### src/rtl/core/assert_macros.svh
// ----------------------------------------------------------------------------
// assert_macros.svh
// Concurrent assertion shorthands shared by the core RTL.
// ----------------------------------------------------------------------------
`ifndef ASSERT_MACROS_SVH
`define ASSERT_MACROS_SVH

// Same-cycle implication, disabled in reset.
`define ASSERT_IMPLIES(label, clk, rst_n, ante, cons, msg) \
    label: assert property (@(posedge clk) disable iff (!rst_n) (ante) |-> (cons)) \
        else $error(msg);

// Next-cycle implication, disabled in reset.
`define ASSERT_NEXT(label, clk, rst_n, ante, cons, msg) \
    label: assert property (@(posedge clk) disable iff (!rst_n) (ante) |=> (cons)) \
        else $error(msg);

`endif

### src/rtl/core/wfba_pkg.sv
// ----------------------------------------------------------------------------
// wfba_pkg
// Shared types and constants of the worst-fit block allocator.
// ----------------------------------------------------------------------------
package wfba_pkg;

    localparam int NUM_BLOCKS_DEF = 32;
    localparam int SIZE_WIDTH_DEF = 16;

    localparam int SIZE_FIELD_W  = 16;
    localparam int INDEX_FIELD_W = 5;

    typedef enum logic
    {
        OP_LOAD  = 1'b0,
        OP_ALLOC = 1'b1
    } opcode_t;

    typedef enum logic [2:0]
    {
        ST_IDLE = 3'b001,
        ST_SCAN = 3'b010,
        ST_DONE = 3'b100
    } state_t;

endpackage

### src/rtl/core/wfba_req_if.sv
// ----------------------------------------------------------------------------
// wfba_req_if
// Request channel: load a block size or ask for an allocation.
// ----------------------------------------------------------------------------
interface wfba_req_if;
    import wfba_pkg::*;

    logic                    valid;
    logic                    ready;
    opcode_t                 opcode;
    logic [SIZE_FIELD_W-1:0] size_value;

    modport source
    (
        output valid,
        output opcode,
        output size_value,
        input  ready
    );

    modport sink
    (
        input  valid,
        input  opcode,
        input  size_value,
        output ready
    );
endinterface

### src/rtl/core/wfba_rsp_if.sv
// ----------------------------------------------------------------------------
// wfba_rsp_if
// Response channel: outcome of one allocation request.
// ----------------------------------------------------------------------------
interface wfba_rsp_if;
    import wfba_pkg::*;

    logic                     valid;
    logic                     ready;
    logic                     granted;
    logic [INDEX_FIELD_W-1:0] block_index;
    logic [SIZE_FIELD_W-1:0]  chosen_block_size;
    logic [SIZE_FIELD_W-1:0]  leftover;

    modport source
    (
        output valid,
        output granted,
        output block_index,
        output chosen_block_size,
        output leftover,
        input  ready
    );

    modport sink
    (
        input  valid,
        input  granted,
        input  block_index,
        input  chosen_block_size,
        input  leftover,
        output ready
    );
endinterface

### src/rtl/core/wfba_ram.sv
// ----------------------------------------------------------------------------
// wfba_ram
// Generic single-write, single-read RAM with registered read data.
// ----------------------------------------------------------------------------
module wfba_ram #(
    parameter int WIDTH  = 16,
    parameter int DEPTH  = 32,
    parameter int ADDR_W = (DEPTH > 1) ? $clog2(DEPTH) : 1
)(
    input  logic              clk,
    input  logic              wr_en,
    input  logic [ADDR_W-1:0] wr_addr,
    input  logic [WIDTH-1:0]  wr_data,
    input  logic              rd_en,
    input  logic [ADDR_W-1:0] rd_addr,
    output logic [WIDTH-1:0]  rd_data
);
    logic [WIDTH-1:0] mem [DEPTH];

    always_ff @(posedge clk)
    begin
        if (wr_en)
        begin
            mem[wr_addr] <= wr_data;
        end
        if (rd_en)
        begin
            rd_data <= mem[rd_addr];
        end
    end
endmodule

### src/rtl/core/worst_fit_block_allocator_top.sv
// ----------------------------------------------------------------------------
// worst_fit_block_allocator_top
// Worst-fit allocator over a table of loaded block sizes.
// ----------------------------------------------------------------------------
// A load request appends a block size; loads past NUM_BLOCKS are dropped. An
// allocate request walks the loaded blocks one per cycle through the single
// read port of the block-size RAM and one shared subtract-and-compare unit,
// so it occupies the block through the scan and done states, until its result
// is committed to the output register, before the next request is taken.
// The response sits in an output register, so a new request is accepted while
// the previous response waits. Reset clears the block count and all allocated
// flags; no clearing pass is needed.
`include "assert_macros.svh"

module worst_fit_block_allocator_top #(
    parameter int NUM_BLOCKS = wfba_pkg::NUM_BLOCKS_DEF,
    parameter int SIZE_WIDTH = wfba_pkg::SIZE_WIDTH_DEF
)(
    input  logic        clk,
    input  logic        rst_n,
    wfba_req_if.sink    req,
    wfba_rsp_if.source  rsp
);
    import wfba_pkg::*;

    localparam int AW = (NUM_BLOCKS > 1) ? $clog2(NUM_BLOCKS) : 1;
    localparam int CW = $clog2(NUM_BLOCKS + 1);

    state_t                  state_reg, state_next;
    logic [CW-1:0]           count_reg, count_next;
    logic [CW-1:0]           scan_idx_reg, scan_idx_next;
    logic                    cmp_valid_reg, cmp_valid_next;
    logic                    found_reg, found_next;
    logic [NUM_BLOCKS-1:0]   alloc_reg, alloc_next;
    logic                    out_valid_reg, out_valid_next;

    logic [AW-1:0]           cmp_idx_reg;
    logic [SIZE_WIDTH-1:0]   req_size_reg;
    logic [AW-1:0]           best_idx_reg;
    logic [SIZE_WIDTH-1:0]   best_left_reg;
    logic [SIZE_WIDTH-1:0]   best_size_reg;
    logic                    out_granted_reg;
    logic [AW-1:0]           out_idx_reg;
    logic [SIZE_WIDTH-1:0]   out_size_reg;
    logic [SIZE_WIDTH-1:0]   out_left_reg;

    logic                    req_fire;
    logic                    load_wr;
    logic                    issue;
    logic                    fits;
    logic                    take;
    logic                    commit;
    logic [SIZE_WIDTH-1:0]   rd_data;
    logic [SIZE_WIDTH-1:0]   cand_left;

    assign req.ready = (state_reg == ST_IDLE);
    assign req_fire  = req.valid && req.ready;
    assign load_wr   = req_fire && (req.opcode == OP_LOAD) && (count_reg < CW'(NUM_BLOCKS));
    assign issue     = (state_reg == ST_SCAN) && (scan_idx_reg < count_reg);
    assign cand_left = rd_data - req_size_reg;
    assign fits      = cmp_valid_reg && !alloc_reg[cmp_idx_reg] && (rd_data >= req_size_reg);
    assign take      = fits && (!found_reg || (cand_left > best_left_reg));
    assign commit    = (state_reg == ST_DONE) && (!out_valid_reg || rsp.ready);

    wfba_ram #(
        .WIDTH (SIZE_WIDTH),
        .DEPTH (NUM_BLOCKS)
    ) u_size_ram (
        .clk     (clk),
        .wr_en   (load_wr),
        .wr_addr (count_reg[AW-1:0]),
        .wr_data (SIZE_WIDTH'(req.size_value)),
        .rd_en   (issue),
        .rd_addr (scan_idx_reg[AW-1:0]),
        .rd_data (rd_data)
    );

    always_comb
    begin
        state_next     = state_reg;
        count_next     = count_reg;
        scan_idx_next  = scan_idx_reg;
        cmp_valid_next = 1'b0;
        found_next     = found_reg;
        alloc_next     = alloc_reg;
        out_valid_next = out_valid_reg;

        if (rsp.ready)
        begin
            out_valid_next = 1'b0;
        end

        case (state_reg)
            ST_IDLE:
            begin
                if (load_wr)
                begin
                    count_next = count_reg + CW'(1);
                end
                if (req_fire && (req.opcode == OP_ALLOC))
                begin
                    scan_idx_next = '0;
                    found_next    = 1'b0;
                    state_next    = ST_SCAN;
                end
            end
            ST_SCAN:
            begin
                if (take)
                begin
                    found_next = 1'b1;
                end
                if (issue)
                begin
                    scan_idx_next  = scan_idx_reg + CW'(1);
                    cmp_valid_next = 1'b1;
                end
                else
                begin
                    state_next = ST_DONE;
                end
            end
            ST_DONE:
            begin
                if (commit)
                begin
                    if (found_reg)
                    begin
                        alloc_next[best_idx_reg] = 1'b1;
                    end
                    out_valid_next = 1'b1;
                    state_next     = ST_IDLE;
                end
            end
            default:
            begin
                state_next = ST_IDLE;
            end
        endcase
    end

    always_ff @(posedge clk or negedge rst_n)
    begin
        if (!rst_n)
        begin
            state_reg     <= ST_IDLE;
            count_reg     <= '0;
            scan_idx_reg  <= '0;
            cmp_valid_reg <= 1'b0;
            found_reg     <= 1'b0;
            alloc_reg     <= '0;
            out_valid_reg <= 1'b0;
        end
        else
        begin
            state_reg     <= state_next;
            count_reg     <= count_next;
            scan_idx_reg  <= scan_idx_next;
            cmp_valid_reg <= cmp_valid_next;
            found_reg     <= found_next;
            alloc_reg     <= alloc_next;
            out_valid_reg <= out_valid_next;
        end
    end

    always_ff @(posedge clk)
    begin
        if (req_fire && (req.opcode == OP_ALLOC))
        begin
            req_size_reg <= SIZE_WIDTH'(req.size_value);
        end
        if (issue)
        begin
            cmp_idx_reg <= scan_idx_reg[AW-1:0];
        end
        if (take)
        begin
            best_idx_reg  <= cmp_idx_reg;
            best_left_reg <= cand_left;
            best_size_reg <= rd_data;
        end
        if (commit)
        begin
            out_granted_reg <= found_reg;
            out_idx_reg     <= found_reg ? best_idx_reg  : '0;
            out_size_reg    <= found_reg ? best_size_reg : '0;
            out_left_reg    <= found_reg ? best_left_reg : '0;
        end
    end

    assign rsp.valid             = out_valid_reg;
    assign rsp.granted           = out_granted_reg;
    assign rsp.block_index       = INDEX_FIELD_W'(out_idx_reg);
    assign rsp.chosen_block_size = SIZE_FIELD_W'(out_size_reg);
    assign rsp.leftover          = SIZE_FIELD_W'(out_left_reg);

    `ASSERT_IMPLIES(a_count_bound, clk, rst_n, 1'b1, count_reg <= CW'(NUM_BLOCKS),
        "block count above capacity")
    `ASSERT_IMPLIES(a_scan_bound, clk, rst_n, state_reg == ST_SCAN, scan_idx_reg <= count_reg,
        "scan index past loaded blocks")
    `ASSERT_IMPLIES(a_grant_marked, clk, rst_n, out_valid_reg && out_granted_reg,
        alloc_reg[out_idx_reg] && (out_size_reg >= out_left_reg),
        "granted block not marked allocated or leftover exceeds size")
    `ASSERT_NEXT(a_commit_marks, clk, rst_n, commit && found_reg,
        out_valid_reg && alloc_reg[$past(best_idx_reg)],
        "commit did not mark chosen block")
endmodule
### src/flat_wrapper.sv
// flat-port wrapper written by rule: the top's interface ports become plain ports
module worst_fit_block_allocator_top_flat import wfba_pkg::*;
#(
    parameter int NUM_BLOCKS = wfba_pkg::NUM_BLOCKS_DEF,
    parameter int SIZE_WIDTH = wfba_pkg::SIZE_WIDTH_DEF
)
  (clk, rst_n, req_valid, req_opcode, req_size_value, req_ready, rsp_valid, rsp_granted, rsp_block_index, rsp_chosen_block_size, rsp_leftover, rsp_ready);
  wfba_req_if req_i ();
  wfba_rsp_if rsp_i ();
  input  logic clk;
  input  logic rst_n;
  input wire logic [$bits(req_i.valid)-1:0] req_valid;
  input wire logic [$bits(req_i.opcode)-1:0] req_opcode;
  input wire logic [$bits(req_i.size_value)-1:0] req_size_value;
  output wire logic [$bits(req_i.ready)-1:0] req_ready;
  output wire logic [$bits(rsp_i.valid)-1:0] rsp_valid;
  output wire logic [$bits(rsp_i.granted)-1:0] rsp_granted;
  output wire logic [$bits(rsp_i.block_index)-1:0] rsp_block_index;
  output wire logic [$bits(rsp_i.chosen_block_size)-1:0] rsp_chosen_block_size;
  output wire logic [$bits(rsp_i.leftover)-1:0] rsp_leftover;
  input wire logic [$bits(rsp_i.ready)-1:0] rsp_ready;
  assign req_i.valid = req_valid;
  assign req_i.opcode = req_opcode;
  assign req_i.size_value = req_size_value;
  assign req_ready = req_i.ready;
  assign rsp_valid = rsp_i.valid;
  assign rsp_granted = rsp_i.granted;
  assign rsp_block_index = rsp_i.block_index;
  assign rsp_chosen_block_size = rsp_i.chosen_block_size;
  assign rsp_leftover = rsp_i.leftover;
  assign rsp_i.ready = rsp_ready;
  worst_fit_block_allocator_top #(.NUM_BLOCKS(NUM_BLOCKS), .SIZE_WIDTH(SIZE_WIDTH)) u_core (.clk(clk), .rst_n(rst_n), .req(req_i), .rsp(rsp_i));
endmodule
### config.mk
export PLATFORM = sky130hd
export DESIGN_NAME = worst_fit_block_allocator_top_flat
export DESIGN_NICKNAME = d
export VERILOG_FILES = /design/src/rtl/core/wfba_pkg.sv /design/src/rtl/core/wfba_req_if.sv /design/src/rtl/core/wfba_rsp_if.sv /design/src/rtl/core/wfba_ram.sv /design/src/rtl/core/worst_fit_block_allocator_top.sv /design/src/flat_wrapper.sv
export VERILOG_INCLUDE_DIRS = /design/src /design/src/rtl/core
export SDC_FILE = /design/constraint.sdc
export NUM_CORES = 1
export LEC_CHECK = 0
export BUFFER_PORTS_ARGS = -buffer_cell sky130_fd_sc_hd__buf_4
export CAP_MARGIN = 25
export CORE_MARGIN = 10
export CORE_UTILIZATION = 55
export DETAILED_ROUTE_END_ITERATION = 16
export GPL_TIMING_DRIVEN = 0
export MAX_ROUTING_LAYER = met4
export PLACE_DENSITY = 0.67
export SLEW_MARGIN = 10
export SYNTH_ARGS = -nofsm -noshare
export SYNTH_HDL_FRONTEND = slang
export SYNTH_SLANG_ARGS = --single-unit
export TNS_END_PERCENT = 5
### constraint.sdc
create_clock -name clk -period 8 [get_ports clk]
set_clock_uncertainty 0.05 [all_clocks]
set_input_delay 0.8 -clock clk [delete_from_list [all_inputs] [get_ports clk]]
set_output_delay 0.8 -clock clk [all_outputs]
set_load 0.03 [all_outputs]
### Word-level counts from Yosys, hierarchy flattened

Memories as Yosys holds them, arrays and structs flattened. A register that Yosys moved wholly into a read port is not among the register bits.
Cells that the tools add are included.
Widths: inputs -> output; s select.

* output and inout bits: 40
* memories kept: 1
* memory bits (writable): 512
* flip-flop bits (word level): 146
* input port bits: 21

* muxes and demuxes: 21
* add/subtract/negate cells: 3
* equality and inequality tests: 8
* reduce and logical (&&, ||, !) cells: 21
* $lt $le $gt $ge: 7
* bitwise logic cells: 2

Memories
* u_core.u_size_ram.mem: words 32, width 16, rd ports 1, clocked after Yosys merged registers in 1, write ports 1, RTL line wfba_ram.sv:18 `logic [WIDTH-1:0] mem [DEPTH];`

Operators by type and width (count)
* $or 32x32->32: 1
* $ge 16x16->1: 1
* $gt 16x16->1: 1
* $sub 16x16->16: 1
* $add 6x1->6 const B: 2
* $lt 5x6->1 const B: 2
* $mux 6: 2
* $pmux 6 s2: 1
* $reduce_and 3->1: 4
* $mux 1: 11
* $logic_and 1x1->1: 10
* $mux 3: 3
* $pmux 3 s3: 1
* $lt 6x6->1: 1
* $lt 6x6->1 const B: 1
* $ne 2x1->1 const B: 3
* $bmux 1 s5: 1
* $demux 1 s5: 1
* $ge 5x1->1 const B: 1
* $ne 2x2->1 const B: 2
* $eq 3x1->1 const B: 1
* $eq 3x2->1 const B: 1
* $eq 3x3->1 const B: 1
* $logic_not 1->1: 3
* 5 further kinds: 6

### Logic depth before layout (Yosys ltp)

* depth after elaboration: 8
* mapped depth: 17

### Hierarchy

A second synthesis with hierarchy kept.

* cell total of the unflattened synthesis: 1655
* area total of the unflattened synthesis: 27420.0 um2

By module, submodules not included
* wfba_ram: area an instance 20696.1 um2, cells an instance 1143, instances 1
* worst_fit_block_allocator_top: area an instance 6723.9 um2, cells an instance 512, instances 1

### Worst setup path after synthesis

Ideal clock, no wire load.

* kind: register to register
* start point: register u_core.u_size_ram.rd_data[0] (read register of u_core.u_size_ram.mem)
* end point: register u_core.best_idx_reg[0], enable pin
* stages on the path, launching flop included: 17
* data required time: 7519 ps
* setup time: 431 ps
* period minus slack after synthesis: 4919 ps
* data arrival time: 4438 ps
* path slack: 3081 ps
* path buffers: 0
* path through: edfxtp_1 inv_1 ha_1 inv_1 fa_1 nand3_1 a21oi_1 o21ai_0 a21boi_1 a311o_1 ha_1 and3_1 nand4_1 o221ai_1 a211oi_1 o211ai_1 nor2_1

* longest elaborated chain between the ends: 4

Ends and longest elaborated chain
* start, declared: RTL line wfba_ram.sv:16 `output logic [WIDTH-1:0] rd_data`
* $sub 16x16->16: RTL line worst_fit_block_allocator_top.sv:60 `assign cand_left = rd_data - req_size_reg;`
* named net u_core.cand_left[14]: RTL line worst_fit_block_allocator_top.sv:54 `logic [SIZE_WIDTH-1:0] cand_left;`
* $gt 16x16->1: RTL line worst_fit_block_allocator_top.sv:62 `assign take = fits && (!found_reg || (cand_left > best_left_reg));`
* $logic_or 1x1->1: RTL line worst_fit_block_allocator_top.sv:62
* $logic_and 1x1->1: RTL line worst_fit_block_allocator_top.sv:62
* named net u_core.take: RTL line worst_fit_block_allocator_top.sv:51 `logic take;`
* end signal, assigned: RTL line worst_fit_block_allocator_top.sv:178 `best_idx_reg <= cmp_idx_reg;`
* end, declared: RTL line worst_fit_block_allocator_top.sv:39 `logic [AW-1:0] best_idx_reg;`

The timed path passes the listed nets, and every way through them passes these cells.
A chain may end at the register's enable or synchronous reset.

### Worst setup path after layout

* start point: register u_core.u_size_ram.rd_data[7] (read register of u_core.u_size_ram.mem)
* end point: register u_core.best_left_reg[9], enable pin

* longest elaborated chain between the ends: 4

Ends and longest elaborated chain
* $sub 16x16->16: RTL line worst_fit_block_allocator_top.sv:60
* named net u_core.cand_left[14]: RTL line worst_fit_block_allocator_top.sv:54
* $gt 16x16->1: RTL line worst_fit_block_allocator_top.sv:62
* $logic_or 1x1->1: RTL line worst_fit_block_allocator_top.sv:62
* $logic_and 1x1->1: RTL line worst_fit_block_allocator_top.sv:62
* named net u_core.take: RTL line worst_fit_block_allocator_top.sv:51
* end signal, assigned: RTL line worst_fit_block_allocator_top.sv:179 `best_left_reg <= cand_left;`
* end, declared: RTL line worst_fit_block_allocator_top.sv:40 `logic [SIZE_WIDTH-1:0] best_left_reg;`

The timed path passes the listed nets, and every way through them passes these cells.

==> flow_metrics.env <==
export IMPL_cts_made_buffers=69
export IMPL_synth_edf_count=624
export IMPL_die_y_um=241
export IMPL_seq_area_frac_synth_pct=74.7
export IMPL_async_flop_share_pct=7.42
export IMPL_fin_tns_setup_ps=0
export IMPL_ctsLongestPathBuffers=3
export IMPL_grt_max_degree=51
export IMPL_numClockSinks=674
export IMPL_nNetsFinal=1528
export IMPL_cap_violations=0
export IMPL_final_common_cell="edfxtp_1"
export IMPL_drive_gt1_share_pct=27.9
export IMPL_rows=80
export IMPL_drtAntennaViolNets=0
export IMPL_final_cell_mix="edfxtp_1 (624), mux4_2 (169), clkbuf_16 (73)"
export IMPL_slew_viol_final=0
export IMPL_rsz0062_at_grt="no"
export IMPL_report_power_total_w=0.00779
export IMPL_worstPathArrival_ps=4840
export IMPL_drtPass1Iterations=5
export IMPL_coreArea_um2=47900
export IMPL_ys_ff_latch=674
export IMPL_cts_clk_slew_worst_paths_ps=60
export IMPL_period_share_pct=57.5
export IMPL_fmax_ghz=0.217
export IMPL_finalSetupViolCount=0
export IMPL_postCtsSetupBuffers=0
export IMPL_post_synth_num_cell_types=53
export IMPL_post_route_min_period_ps=4600
export IMPL_initial_core_util_pct=55.8
export IMPL_cts_tree="done"
export IMPL_syn_avg_cell_area_um2=20.6
export IMPL_die_area_um2=57900
export IMPL_synth_net_count=1363
export IMPL_finalWirelength_mm=55.8
export IMPL_antenna_found_initial=2
export IMPL_grt_pass1_wl_mm=83.4
export IMPL_pin_count=61
export IMPL_viasPerCell=6.07
export IMPL_leakagePower_nw=10.5
export IMPL_maxSlewHeadroom_pct=38.0
export IMPL_place_gp_congestion=0.862
export IMPL_crit_type="reg -> reg"
export IMPL_portBuffers=60
export IMPL_timing_hold_worst_class="in -> async"
export IMPL_root_buffer="clkbuf_16"
export IMPL_ir_worst_vdd_uv=159
export IMPL_netlist_area_um2=26800
export IMPL_hold_viol_final=0
export IMPL_required_ps=8240
export IMPL_start_kind="register"
export IMPL_cts_resized=0
export IMPL_synth_warnings=0
export IMPL_status="complete, no violations"
export IMPL_syn_inst=1299
export IMPL_drc=0
export IMPL_gr_total_overflow=0
export IMPL_dpl_cell_area_um2=28500
export IMPL_grt_pass1_vias=13000
export IMPL_largest_register_ff_count=512
export IMPL_endpoint_kind="register"
export IMPL_htree_levels=3
export IMPL_ys_flop_type="edfxtp_1"
export IMPL_tightestPinTransition_ps=931
export IMPL_avgRoutedWirePerCell_um=26.2
export IMPL_clock_latency_ps=610
export IMPL_grtUsageTotal_pct=20.5
export IMPL_fp_dieW_um=241
export IMPL_p_per_area_nw_per_um2=254
export IMPL_n_antenna_cell=0
export IMPL_route_vias_total=12900
export IMPL_ctsHoldBuffers=0
export IMPL_path_max_fanout=26
export IMPL_syn_to_final_growth_pct=14.8
export IMPL_post_dp_hpwl_mm=38.2
export IMPL_first_iter_violations=1239
export IMPL_finalInstanceArea_um2=30700
[critical path, stage by stage (launching register included)]
cell      delay [ps]
edfxtp_1         440
ha_1             310
clkbuf_1         290
nand4_1          170
a21oi_1          330
o21ai_0          170
a21boi_1         210
nor4_1            70
a311o_1          370
ha_1             300
and3_1           170
nand4_1          180
o221ai_1         140
a211oi_1         230
o211ai_1         200
nor2_4           390
buf_12           250
[metal layers]
layer  vias up  GRT usage, %  wire length [um]
met5         -             -                 0
met4         0          6.37              1430
met3        95          4.09              3960
met2       459          31.2             26900
met1      6748          27.8             23500
li1       5617             -                 -
[cells by family (layout without fill, tap and decap cells)]
family          count (synthesis)  in the layout  synth area share [%]
compound gates                106            106                  2.75
buf+inv                       101            315                  1.70
mux                           188            188                  15.0
fa+ha+maj                      43             43                  2.04
flops                         674            674                  74.7
simple gates                  172            172                  3.33
xor+xnor                       15             15                 0.491
[synth_stat cells (19+ instances only)]
library cell	instances	share of area [%]
a21o_1	39	1.1
mux4_2	169	14
and2_1	38	0.89
nor2_1	49	0.69
clkbuf_1	28	0.39
inv_1	47	0.66
ha_1	42	2.0
a21oi_1	19	0.36
nand2_1	26	0.36
dfrtp_1	49	4.6
edfxtp_1	624	70
[path summary, 6_finish.rpt]
kind                                              startpoint                      end  slack, ps  depth (start not counted)
worst max-delay path            u_core.u_size_ram.rd_data[7]  u_core.best_left_reg[9]       3400                         16
min in group clk                         u_core.alloc_reg[6]      u_core.alloc_reg[6]        400                          1
max in group asynchronous                              rst_n     u_core.cmp_valid_reg       7290                          1
worst min register to register           u_core.alloc_reg[6]      u_core.alloc_reg[6]        400                          1
worst max register to register  u_core.u_size_ram.rd_data[7]  u_core.best_left_reg[9]       3400                         16
worst min-delay path                                   rst_n     u_core.alloc_reg[21]        180                          1
[per-stage QoR]
stage	setup WS, ps	hold WS, ps	util [%]	cells
after global placement	1730	382	58.4	1974
after global routing	3120	215	64.1	2128
after detailed placement	3450	388	59.5	2008
after floorplan	3080	371	-	1299
final	3400	184	64.1	2128
after CTS	3410	169	64.1	2128
[power breakdown]
part | switching [W] | internal, W
clock | 0.00127 | 0.00184
sequential | 0.0000110 | 0.00387
combinational | 0.000426 | 0.000372
total | 0.00171 | 0.00608
[cell type report]
| class | count | area, um^2 |
|---|---|---|
| multi-input cells | 524 | 6420 |
| well taps | 615 | 769 |
| repair buffers | 94 | 907 |
| clock buffers | 93 | 1910 |
| clock inverters | 27 | 272 |
| inverters | 47 | 176 |
| flip-flops and latches | 674 | 20000 |
| fillers | 3198 | 17200 |
| plain buffers | 54 | 279 |
Power figures use the tool's default switching activity.
